==> src/design/mbte_pkg.sv <==
// ----------------------------------------------------------------------------
// mbte_pkg: shared types and constants for the memory bank timing encoder
// Item structs, control word field positions, code tables and helpers.
// ----------------------------------------------------------------------------
package mbte_pkg;

  // width of a time value in tenths of a ns
  localparam int TIME_W     = 16;
  // number of timings in one item
  localparam int NUM_T      = 5;
  // largest access cycle count that still has a code
  localparam int MAX_ACC    = 14;
  // cells in the threshold chain: thresholds 0 .. MAX_ACC periods
  localparam int NUM_CELLS  = MAX_ACC + 1;
  localparam int CNT_W      = $clog2(NUM_CELLS + 1);
  // running multiple of the period, up to NUM_CELLS periods
  localparam int MULT_W     = TIME_W + $clog2(NUM_CELLS + 1);

  // timing slots inside the item
  localparam int T_ADDR_SETUP = 0;
  localparam int T_CS_SETUP   = 1;
  localparam int T_ACCESS     = 2;
  localparam int T_CS_HOLD    = 3;
  localparam int T_ADDR_HOLD  = 4;

  // field positions in the bank control word
  localparam int POS_ADDR_SETUP = 13;
  localparam int POS_CS_SETUP   = 11;
  localparam int POS_ACCESS     = 8;
  localparam int POS_CS_HOLD    = 6;
  localparam int POS_ADDR_HOLD  = 4;

  localparam logic [15:0] CLOCK_PERIOD_RST = 16'd100;
  localparam logic [31:0] KEEP_MASK_RST    = 32'h0001_8003;

  // configuration register index, taken from paddr[2]
  typedef enum logic [0:0] {
    REG_CLOCK_PERIOD = 1'b0,
    REG_KEEP_MASK    = 1'b1
  } reg_idx_e;

  // item operation
  typedef enum logic [0:0] {
    ACT_ENCODE = 1'b0,
    ACT_DECODE = 1'b1
  } action_e;

  // cycles per access code
  localparam logic [3:0] ACCESS_CYCLES [8] = '{
    4'd1, 4'd2, 4'd3, 4'd4, 4'd6, 4'd9, 4'd10, 4'd14
  };

  typedef struct packed {
    logic              action;
    logic [31:0]       control_in;
    logic [TIME_W-1:0] addr_setup_time;
    logic [TIME_W-1:0] cs_setup_time;
    logic [TIME_W-1:0] access_time;
    logic [TIME_W-1:0] cs_hold_time;
    logic [TIME_W-1:0] addr_hold_time;
    logic              wait_enable;
  } in_item_t;

  typedef struct packed {
    logic [31:0] control_out;
    logic        range_error;
    logic [17:0] addr_setup_out;
    logic [17:0] cs_setup_out;
    logic [19:0] access_out;
    logic [17:0] cs_hold_out;
    logic [17:0] addr_hold_out;
  } out_item_t;

  // item as it travels along the cell chain
  typedef struct packed {
    logic                         action;
    logic [31:0]                  control;
    logic                         wait_enable;
    logic [NUM_T-1:0][TIME_W-1:0] times;
    logic [NUM_T-1:0][CNT_W-1:0]  counts;
    logic [MULT_W-1:0]            mult;
  } cell_item_t;

  // two-bit field: {error, code}
  function automatic logic [2:0] short_code(input logic [CNT_W-1:0] n);
    logic       err;
    logic [1:0] code;
    err  = (n > CNT_W'(4));
    code = (n >= CNT_W'(3)) ? 2'd3 : n[1:0];
    return {err, code};
  endfunction

  // access field: {error, code}
  function automatic logic [3:0] access_code(input logic [CNT_W-1:0] n_in,
                                             input logic wait_en);
    logic [CNT_W-1:0] n;
    logic [2:0]       code;
    logic             err;
    n    = (wait_en && n_in < CNT_W'(4)) ? CNT_W'(4) : n_in;
    err  = 1'b0;
    code = 3'd0;
    if (n == '0) begin
      code = 3'd0;
    end else if (n <= CNT_W'(4)) begin
      code = 3'(n - CNT_W'(1));
    end else if (n <= CNT_W'(6)) begin
      code = 3'd4;
    end else if (n <= CNT_W'(8)) begin
      code = 3'd5;
    end else if (n <= CNT_W'(10)) begin
      code = 3'd6;
    end else if (n <= CNT_W'(MAX_ACC)) begin
      code = 3'd7;
    end else begin
      err = 1'b1;
    end
    return {err, code};
  endfunction

  // cycles for a two-bit code: 0, 1, 2, 4
  function automatic logic [2:0] short_cycles(input logic [1:0] c);
    return (c == 2'd3) ? 3'd4 : {1'b0, c};
  endfunction

endpackage

==> src/design/mbte_cell.sv <==
// ----------------------------------------------------------------------------
// mbte_cell: one threshold cell of the ceiling-division chain
// Counts every timing that exceeds the current multiple of the period and
// hands the next multiple to its neighbor.
// ----------------------------------------------------------------------------
module mbte_cell import mbte_pkg::*; (
  input  logic              clk_i,
  input  logic              rst_ni,
  input  logic [TIME_W-1:0] period_i,
  input  logic              valid_i,
  input  cell_item_t        item_i,
  output logic              ready_o,
  output logic              valid_o,
  output cell_item_t        item_o,
  input  logic              ready_i
);

  logic       valid_q;
  cell_item_t item_q, item_d;

  // stage takes an item when empty or when its item moves on
  assign ready_o = !valid_q || ready_i;
  assign valid_o = valid_q;
  assign item_o  = item_q;

  // compare each timing with the threshold, step the threshold
  always_comb begin
    item_d = item_i;
    for (int t = 0; t < NUM_T; t++) begin
      if (MULT_W'(item_i.times[t]) > item_i.mult) begin
        item_d.counts[t] = item_i.counts[t] + CNT_W'(1);
      end
    end
    item_d.mult = item_i.mult + MULT_W'(period_i);
  end

  // valid flag
  always_ff @(posedge clk_i or negedge rst_ni) begin
    if (!rst_ni) begin
      valid_q <= 1'b0;
    end else if (ready_o) begin
      valid_q <= valid_i;
    end
  end

  // payload
  always_ff @(posedge clk_i) begin
    if (ready_o && valid_i) begin
      item_q <= item_d;
    end
  end

endmodule

==> src/design/mbte_out.sv <==
// ----------------------------------------------------------------------------
// mbte_out: code mapping, word packing, decode and output register
// Turns cycle counts into field codes or field codes into times and holds
// the result item until the receiver takes it.
// ----------------------------------------------------------------------------
module mbte_out import mbte_pkg::*; (
  input  logic              clk_i,
  input  logic              rst_ni,
  input  logic [TIME_W-1:0] period_i,
  input  logic [31:0]       keep_mask_i,
  input  logic              valid_i,
  input  cell_item_t        item_i,
  output logic              ready_o,
  output logic              out_valid_o,
  output out_item_t         out_item_o,
  input  logic              out_stall_i
);

  logic      valid_q;
  out_item_t item_q, item_d;

  logic [2:0]  c_as, c_cs, c_ch, c_ah;
  logic [3:0]  c_acc;
  logic        enc_err;
  logic [31:0] enc_word;
  logic [1:0]  d_as, d_cs, d_ch, d_ah;
  logic [2:0]  d_acc;

  assign ready_o     = !valid_q || !out_stall_i;
  assign out_valid_o = valid_q;
  assign out_item_o  = item_q;

  // encode: codes and packed word
  always_comb begin
    c_as  = short_code(item_i.counts[T_ADDR_SETUP]);
    c_cs  = short_code(item_i.counts[T_CS_SETUP]);
    c_ch  = short_code(item_i.counts[T_CS_HOLD]);
    c_ah  = short_code(item_i.counts[T_ADDR_HOLD]);
    c_acc = access_code(item_i.counts[T_ACCESS], item_i.wait_enable);
    enc_err = c_as[2] | c_cs[2] | c_ch[2] | c_ah[2] | c_acc[3];
    enc_word = (item_i.control & keep_mask_i)
             | (32'(c_as[1:0]) << POS_ADDR_SETUP)
             | (32'(c_cs[1:0]) << POS_CS_SETUP)
             | (32'(c_acc[2:0]) << POS_ACCESS)
             | (32'(c_ch[1:0]) << POS_CS_HOLD)
             | (32'(c_ah[1:0]) << POS_ADDR_HOLD);
  end

  // decode fields of the word
  assign d_as  = item_i.control[POS_ADDR_SETUP +: 2];
  assign d_cs  = item_i.control[POS_CS_SETUP +: 2];
  assign d_acc = item_i.control[POS_ACCESS +: 3];
  assign d_ch  = item_i.control[POS_CS_HOLD +: 2];
  assign d_ah  = item_i.control[POS_ADDR_HOLD +: 2];

  // result item
  always_comb begin
    item_d = '0;
    unique case (action_e'(item_i.action))
      ACT_DECODE: begin
        item_d.control_out    = item_i.control;
        item_d.addr_setup_out = 18'(period_i) * 18'(short_cycles(d_as));
        item_d.cs_setup_out   = 18'(period_i) * 18'(short_cycles(d_cs));
        item_d.access_out     = 20'(period_i) * 20'(ACCESS_CYCLES[d_acc]);
        item_d.cs_hold_out    = 18'(period_i) * 18'(short_cycles(d_ch));
        item_d.addr_hold_out  = 18'(period_i) * 18'(short_cycles(d_ah));
      end
      ACT_ENCODE: begin
        item_d.range_error = enc_err;
        item_d.control_out = enc_err ? item_i.control : enc_word;
      end
      default: item_d = '0;
    endcase
  end

  // output valid
  always_ff @(posedge clk_i or negedge rst_ni) begin
    if (!rst_ni) begin
      valid_q <= 1'b0;
    end else if (ready_o) begin
      valid_q <= valid_i;
    end
  end

  // output payload
  always_ff @(posedge clk_i) begin
    if (ready_o && valid_i) begin
      item_q <= item_d;
    end
  end

endmodule

==> src/design/memory_bank_timing_encoder_core.sv <==
// ----------------------------------------------------------------------------
// memory_bank_timing_encoder_core: bank timing encoder / decoder
// Converts static-memory bank timings between tenths of a ns and the packed
// bank control word, using the configured bus clock period.
//
// Usage:
//   Input channel in_valid_i / in_item_i / in_stall_o carries one item:
//   an action (encode or decode), the old control word, five timings and
//   the wait-enable flag. Output channel out_valid_o / out_item_o /
//   out_stall_i returns exactly one result item per input item, in order.
//   Each timing is turned into a cycle count by a chain of 15 cells; cell k
//   compares every timing against k times the clock period, so the count is built
//   while the item walks down the chain of cells and the output register.
//   One item is taken every cycle while in_stall_o is low. The user must
//   write clock_period (address 0) and keep_mask (address 4) through the
//   APB port only while the block is idle; the block does not enforce it.
//   Reset empties the chain and output register and loads the register
//   reset values. When the receiver stalls, the held result stays put and
//   the chain keeps filling its empty stages before in_stall_o rises.
// ----------------------------------------------------------------------------
module memory_bank_timing_encoder_core import mbte_pkg::*; (
  input  logic        clk_i,
  input  logic        rst_ni,
  input  logic        in_valid_i,
  input  in_item_t    in_item_i,
  output logic        in_stall_o,
  output logic        out_valid_o,
  output out_item_t   out_item_o,
  input  logic        out_stall_i,
  input  logic        psel,
  input  logic        penable,
  input  logic        pwrite,
  input  logic [2:0]  paddr,
  input  logic [31:0] pwdata,
  output logic [31:0] prdata,
  output logic        pready
);

  logic [15:0]       clock_period_q;
  logic [31:0]       keep_mask_q;
  logic [TIME_W-1:0] period_eff;
  logic              cfg_wr;

  logic       cell_valid [NUM_CELLS+1];
  logic       cell_ready [NUM_CELLS+1];
  cell_item_t cell_item  [NUM_CELLS+1];

  // configuration port
  assign pready = 1'b1;
  assign cfg_wr = psel && penable && pwrite && pready;

  always_ff @(posedge clk_i or negedge rst_ni) begin
    if (!rst_ni) begin
      clock_period_q <= CLOCK_PERIOD_RST;
      keep_mask_q    <= KEEP_MASK_RST;
    end else if (cfg_wr) begin
      unique case (reg_idx_e'(paddr[2]))
        REG_CLOCK_PERIOD: clock_period_q <= pwdata[15:0];
        REG_KEEP_MASK:    keep_mask_q    <= pwdata;
        default: ;
      endcase
    end
  end

  // register read back
  always_comb begin
    unique case (reg_idx_e'(paddr[2]))
      REG_CLOCK_PERIOD: prdata = {16'b0, clock_period_q};
      REG_KEEP_MASK:    prdata = keep_mask_q;
      default:          prdata = '0;
    endcase
  end

  // encode treats a zero period as one
  assign period_eff = (clock_period_q == '0) ? TIME_W'(1) : clock_period_q;

  // chain entry
  assign cell_valid[0] = in_valid_i;
  assign in_stall_o    = !cell_ready[0];

  always_comb begin
    cell_item[0]             = '0;
    cell_item[0].action      = in_item_i.action;
    cell_item[0].control     = in_item_i.control_in;
    cell_item[0].wait_enable = in_item_i.wait_enable;
    cell_item[0].times[T_ADDR_SETUP] = in_item_i.addr_setup_time;
    cell_item[0].times[T_CS_SETUP]   = in_item_i.cs_setup_time;
    cell_item[0].times[T_ACCESS]     = in_item_i.access_time;
    cell_item[0].times[T_CS_HOLD]    = in_item_i.cs_hold_time;
    cell_item[0].times[T_ADDR_HOLD]  = in_item_i.addr_hold_time;
  end

  // threshold cells
  for (genvar k = 0; k < NUM_CELLS; k++) begin : g_cell
    mbte_cell u_cell (
      .clk_i    (clk_i),
      .rst_ni   (rst_ni),
      .period_i (period_eff),
      .valid_i  (cell_valid[k]),
      .item_i   (cell_item[k]),
      .ready_o  (cell_ready[k]),
      .valid_o  (cell_valid[k+1]),
      .item_o   (cell_item[k+1]),
      .ready_i  (cell_ready[k+1])
    );
  end

  // codes, decode and output register
  mbte_out u_out (
    .clk_i       (clk_i),
    .rst_ni      (rst_ni),
    .period_i    (clock_period_q),
    .keep_mask_i (keep_mask_q),
    .valid_i     (cell_valid[NUM_CELLS]),
    .item_i      (cell_item[NUM_CELLS]),
    .ready_o     (cell_ready[NUM_CELLS]),
    .out_valid_o (out_valid_o),
    .out_item_o  (out_item_o),
    .out_stall_i (out_stall_i)
  );

  // an error result carries no decoded times
  assert property (@(posedge clk_i) disable iff (!rst_ni)
    out_valid_o && out_item_o.range_error |->
      out_item_o.access_out == '0 && out_item_o.addr_setup_out == '0 &&
      out_item_o.cs_hold_out == '0)
    else $error("range error with nonzero decoded time");

  // the last cell hands its item to the output register
  assert property (@(posedge clk_i) disable iff (!rst_ni)
    cell_valid[NUM_CELLS] && cell_ready[NUM_CELLS] |=> out_valid_o)
    else $error("item lost between chain and output register");

  // the chain only stalls the sender when the output is blocked
  assert property (@(posedge clk_i) disable iff (!rst_ni)
    in_stall_o |-> out_valid_o && out_stall_i)
    else $error("input stalled while output is free");

endmodule

==> config.mk <==
export PLATFORM = sky130hd
export DESIGN_NAME = memory_bank_timing_encoder_core
export DESIGN_NICKNAME = d
export VERILOG_FILES = /design/src/design/mbte_pkg.sv /design/src/design/mbte_cell.sv /design/src/design/mbte_out.sv /design/src/design/memory_bank_timing_encoder_core.sv
export SDC_FILE = /design/constraint.sdc
export NUM_CORES = 2
export LEC_CHECK = 0
export ABC_CLOCK_PERIOD_IN_PS = 12300
export BUFFER_PORTS_ARGS = -buffer_cell sky130_fd_sc_hd__buf_2
export CAP_MARGIN = 10
export CORE_ASPECT_RATIO = 1.75
export CORE_MARGIN = 2
export CORE_UTILIZATION = 50
export CTS_BUF_LIST = sky130_fd_sc_hd__clkbuf_4
export DETAILED_ROUTE_END_ITERATION = 10
export PLACE_DENSITY = 0.62
export RECOVER_POWER = 25
export SYNTH_ARGS = -nofsm -noshare
export SYNTH_HDL_FRONTEND = slang
export SYNTH_SLANG_ARGS = --single-unit
==> constraint.sdc <==
create_clock -name clk_i -period 12.3 [get_ports clk_i]
set_input_delay 2.46 -clock clk_i [delete_from_list [all_inputs] [get_ports clk_i]]
set_output_delay 2.46 -clock clk_i [all_outputs]
set_load 0.01 [all_outputs]
After elaboration in Yosys (flattened, before gate mapping)

Memories as Yosys holds them, arrays and structs flattened.
Cells that the tools add are included.
Widths: inputs -> output; s select.

Output and inout bits: 160
Memories: 1
Register bits after elaboration: 2395
Input bits: 156
Memory bits (read-only): 32

Memories:

| name             | words | width | read ports | clocked after Yosys merged registers in | wr ports | RTL line       | text |
|---|---|---|---|---|---|---|---|
| (name not given) | 8     | 4     | 1          | 0                                       | 0        | mbte_out.sv:64 | `item_d.access_out = 20'(period_i) * 20'(ACCESS_CYCLES[d_acc]);` |

$mul: 5
Muxes and demuxes: 102
Magnitude comparators: 90
Add/subtract/negate cells: 84
Bitwise gates (word level): 13
Reductions and logical operators: 57
Equality and inequality tests: 4

Operators with widths:

| cell                | number |
|---|---|
| $gt 16x20->1        | 65 |
| $mux 4              | 73 |
| $add 4x1->4 const B | 70 |
| $add 20x16->20      | 12 |
| $pmux 32 s2         | 2 |
| $gt 16x1->1 const B | 5 |
| $gt 16x16->1        | 5 |
| $mul 16x3->18       | 4 |
| $and 32x32->32      | 1 |
| $mux 32             | 1 |
| $or 32x11->32       | 1 |
| $or 32x13->32       | 1 |
| $or 32x15->32       | 1 |
| $or 32x6->32        | 1 |
| $or 32x8->32        | 1 |
| $mux 3              | 10 |
| $mul 16x4->20       | 1 |
| $logic_and 1x1->1   | 19 |
| $logic_not 1->1     | 18 |
| $add 16x16->17      | 1 |
| $ge 4x2->1 const B  | 4 |
| $gt 4x3->1 const B  | 4 |
| $logic_not 16->1    | 1 |
| $logic_or 1x1->1    | 16 |
| 14 further kinds    | 38 |

Longest topological paths before layout

Depth in word-level cells: 18
Mapped depth: 18

Hierarchy

A second synthesis with hierarchy kept.

Cells, all modules: 9540
Area total of the unflattened synthesis: 129868.3 µm²

Modules (own cells, without submodules):

| module                            | seq. area each (µm²) | cells each | area an instance (µm²) | instances |
|---|---|---|---|---|
| mbte_cell at g_cell[0].u_cell ... | 4649.5               | 533        | 7709.9                 | 8 |
| mbte_cell at g_cell[1].u_cell ... | 4649.5               | 540        | 7687.4                 | 6 |
| mbte_out                          | 3778.6               | 1338       | 12067.8                | 1 |
| mbte_cell at g_cell[6].u_cell     | 4649.5               | 536        | 7704.9                 | 1 |
| memory_bank_timing_encoder_core   | 1209.9               | 162        | 2292.2                 | 1 |

Worst setup path after synthesis

No wires, ideal clock.

Kind: input port to flip-flop
Start: input port out_stall_i
End: register u_out.item_q (netlist bit u_out.out_item_o[0]), enable pin
Data arrival time: 11.460 ns
Stages: 1
Slack: 0.040 ns
Data required time: 11.499 ns
Library setup time: 0.801 ns
Cells stage by stage: a21boi_0

Word-level cells in the longest chain between the ends: 3

RTL lines:

| what                 | RTL line                              | text |
|---|---|---|
| start, declared      | memory_bank_timing_encoder_core.sv:29 | `input logic out_stall_i,` |
| $logic_not 1->1      | mbte_out.sv:29                        | `assign ready_o = !valid_q \|\| !out_stall_i;` |
| $logic_or 1x1->1     | mbte_out.sv:29                        |  |
| $logic_and 1x1->1    | mbte_out.sv:87                        | `if (ready_o && valid_i) begin` |
| end signal, assigned | mbte_out.sv:88                        | `item_q <= item_d;` |
| end, declared        | mbte_out.sv:20                        | `out_item_t item_q, item_d;` |

Every way passes these cells.
A chain may end at the register's enable or synchronous reset.

Worst setup path after layout

Start: input port out_stall_i
End: output port in_stall_o

Word-level cells in the longest chain between the ends: 18

RTL lines:

| what                           | RTL line                              | text |
|---|---|---|
| $logic_not 1->1                | mbte_out.sv:29                        |  |
| $logic_or 1x1->1               | mbte_out.sv:29                        |  |
| $logic_or 1x1->1 (15 in a row) | mbte_cell.sv:22                       | `assign ready_o = !valid_q \|\| ready_i;` |
| $logic_not 1->1                | memory_bank_timing_encoder_core.sv:79 | `assign in_stall_o = !cell_ready[0];` |
| end, declared                  | memory_bank_timing_encoder_core.sv:26 | `output logic in_stall_o,` |

Every way passes these cells.

==> metrics.yaml <==
outcome:
  status: "finished, final reports clean"
power:
  powerDensity_mw_per_mm2: 238
  leakage_uw: 0.0557
  ir_drop_mv: 0.120
  total_power_uw: 31900
clock_network:
  post-cts-setup-buffers: 0
  cts_tree: "done"
  h-tree-depth: 6
  ctsRootBufferMaster: "clkbuf_4"
  ctsResizeCount: 0
  cts-buffers-inserted: 557
  postCtsHoldBufs: 0
  clkTransAtPathRegs_ns: 0.06
  cts.sinks: 2359
  clk_path_buf_depth: 4
  clk_latency_ns: 1.30
logic_synthesis:
  synth_warnings: 0
  synth_nets: 10700
  synth_compound_area_share_pct: 9.60
  synth_cells: 8911
  synth.area.mux_share_pct: 1.26
  yosys-top-cells-area: "edfxtp_1 (57%), ha_1 (15%), a21o_1 (2.6%), xnor2_1 (2.2%), a21oi_1 (1.8%)"
  ys_seq_area_share_pct: 58.4
  synth_cell_types: 93
  synth-async-reset-ratio_pct: 2.71
  avgSynthCellArea_sq_um: 13.6
  syn_area_sq_mm: 0.121
  ys.flop_type: "edfxtp_1"
  synth_top_cell_area_share_pct: 57.1
  ys_seq_elements: 2359
  synth_edf_count: 2295
  yosys.area_share.simple_pct: 8.59
  synth_fa_ha_area_share_pct: 17.1
  synth_top_area_cell: "edfxtp_1"
  synth-xor-area-share_pct: 2.98
  synth_top_family_by_area: "adder cells"
final_layout:
  finalNetCount: 11500
  final_common_cell: "edfxtp_1"
  fillers: 19900
  regArea_sq_mm: 0.0705
  drive_above_1_share_pct: 14.3
  syn2layout_area_growth_pct: 11.0
  most-common-layout-cells: "edfxtp_1 (2,295), ha_1 (1,492), clkbuf_4 (763), inv_1 (549), nand2_1 (431)"
  multiInputGateArea_sq_mm: 0.0480
timing:
  setup_tns_ns: 0
  hold_violations: 0
  fin_crit_sh_pct: 60.1
  fin_skew_ns: 0.111
  worstMarginPinSlew_ns: 1.42
  slew_headroom_pct: 4.60
  finalMaxSlewViolations: 0
  fmax_mhz: 135
  rsz0062_at_grt: "no"
  fin_crit_ns: 7.39
  finalSetupViolCount: 0
critical_path:
  cp.required_ns: 9.84
  crit_chain: "buf_2 > nand4_1 > nor4_1 > and3_1 > nand3_1 > nor2_1 > nand2_1 > inv_1 > buf_2"
  start_kind: "primary input"
  path_max_fanout: 6
  cp.arrival_ns: 4.93
  slowest_delay_ns: 0.87
  endpoint_kind: "output pin"
  cp.buffers_inverters: 3
  crit_top_cell: "buf_2"
  slowest_stage: "nor4_1"
  path_delay_family: "simple AND/OR/NAND/NOR gates"
  setup.worst_path.class: "in -> out"
floorplan:
  die_x_um: 376
  die_y_um: 654
  core_area_sq_mm: 0.240
  num_rows: 238
  initial_core_util_pct: 50.3
  dieArea_sq_mm: 0.246
  ioPinCount: 316
detailed_routing:
  vias_per_cell: 5.64
  wl_per_cell_um: 26.9
  drt_iter0_markers: 3881
  vias: 75400
  wl_mm: 360
  postRouteAntennaNets: 0
  drc: 0
  dr.pass1.iters: 6
placement:
  port_buffers: 312
  place_congestion: 1.02
  dpl.hpwl_mm: 292
grt:
  overflow: 0
  grt_max_degree: 131
  grt_pass1_wl_mm: 510
  grt_pass1_vias: 79100
  grt_usage_pct: 29.3
  antenna_found_initial: 41
hold_path:
  hold_path.class: "reg -> reg"
run:
  cap_violations: 0
[cells in the mapped netlist, drive strengths merged, types with 126 or more instances]
master	instances
ha	1492
inv	549
nand4	287
a21o	421
mux2	126
xnor2	298
nand3	143
edfxtp	2295
a21oi	433
and2	133
o21ai	286
nor3	174
nor2b	143
nor2	328
nand2	431
o21a	195
[cell type report]
class | count | area share [%]
multi-input cells | 5891 | 35.8
repair buffers | 400 | 1.70
clock buffers | 763 | 4.27
diodes | 68 | 0.127
inverters | 551 | 1.54
clock inverters | 213 | 1.06
well taps | 3120 | 2.91
flip-flops and latches | 2359 | 52.6
[registers in the layout (all words and copies together) (netlist names)]
name,flops
g_cell.u_cell.valid_o,15
clock_period_q,16
u_out.out_item_o,125
g_cell.u_cell.item_o,2170
u_out.out_valid_o,1
keep_mask_q,32
[worst paths after layout]
kind	startpoint	to	slack, ns	depth (start not counted)
setup / recovery	out_stall_i	in_stall_o	4.91	9
hold / removal	g_cell[13].u_cell.item_o[131]$_DFFE_PP_	g_cell[14].u_cell.item_o[131]$_DFFE_PP_	0.38	0
setup reg to reg	clock_period_q[8]$_DFFE_PN0P_	g_cell[12].u_cell.item_o[16]$_DFFE_PP_	7.18	13
hold reg to reg	g_cell[13].u_cell.item_o[131]$_DFFE_PP_	g_cell[14].u_cell.item_o[131]$_DFFE_PP_	0.38	0
max in group asynchronous	rst_ni	clock_period_q[11]$_DFFE_PN0P_	10.16	1
min in group asynchronous	rst_ni	g_cell[4].u_cell.valid_o$_DFFE_PN0P_	1.37	1
[metrics by stage]
step | hold WS [ns] | area (sq um) | cells | util (%) | setup WS, ns
2_1_floorplan | 0.400 | 121000 | 8911 | - | 0.0398
3_3_place_gp | 0.401 | 127000 | 12300 | 52.7 | 5.01
3_5_place_dp | 0.405 | 127000 | 12300 | 52.7 | 4.92
4_1_cts | 0.363 | 134000 | 13300 | 55.7 | 4.92
5_1_grt | 0.382 | 134000 | 13400 | 55.8 | 4.65
6_report | 0.376 | 134000 | 13400 | 55.8 | 4.91
[cells by family after synthesis]
logic type,after synthesis
compound gates,1753
xor+xnor,411
fa+ha+maj,1593
buf+inv,661
flops,2359
mux,136
other cells,1
simple gates,1997
[report_power, final]
part | leakage [uW] | switching, uW | internal, uW
logic | 0.0282 | 8320 | 4840
clock network | 0.00429 | 3140 | 3300
registers | 0.0232 | 1180 | 11100
[worst register-to-register path, delay by kind of cell, from the launching register on]
kind	cells	cell delay [ns]
buffers and inverters	2	0.88
flip-flops	1	0.51
AND/OR/NAND/NOR	1	0.24
AO/OA/AOI/OAI	7	2.32
adder cells (fa/ha/maj)	2	0.81
XOR/XNOR	1	0.14
[routing by layer]
metal | part of all wire [%] | global-route usage, % | vias up
met5 | 0.018 | 0 | -
met4 | 15 | 36.2 | 8
met1 | 27 | 22.4 | 36200
met3 | 3.1 | 3.62 | 1098
met2 | 55 | 56.2 | 2047
li1 | - | - | 36100
(Power assumes the default switching activity.)
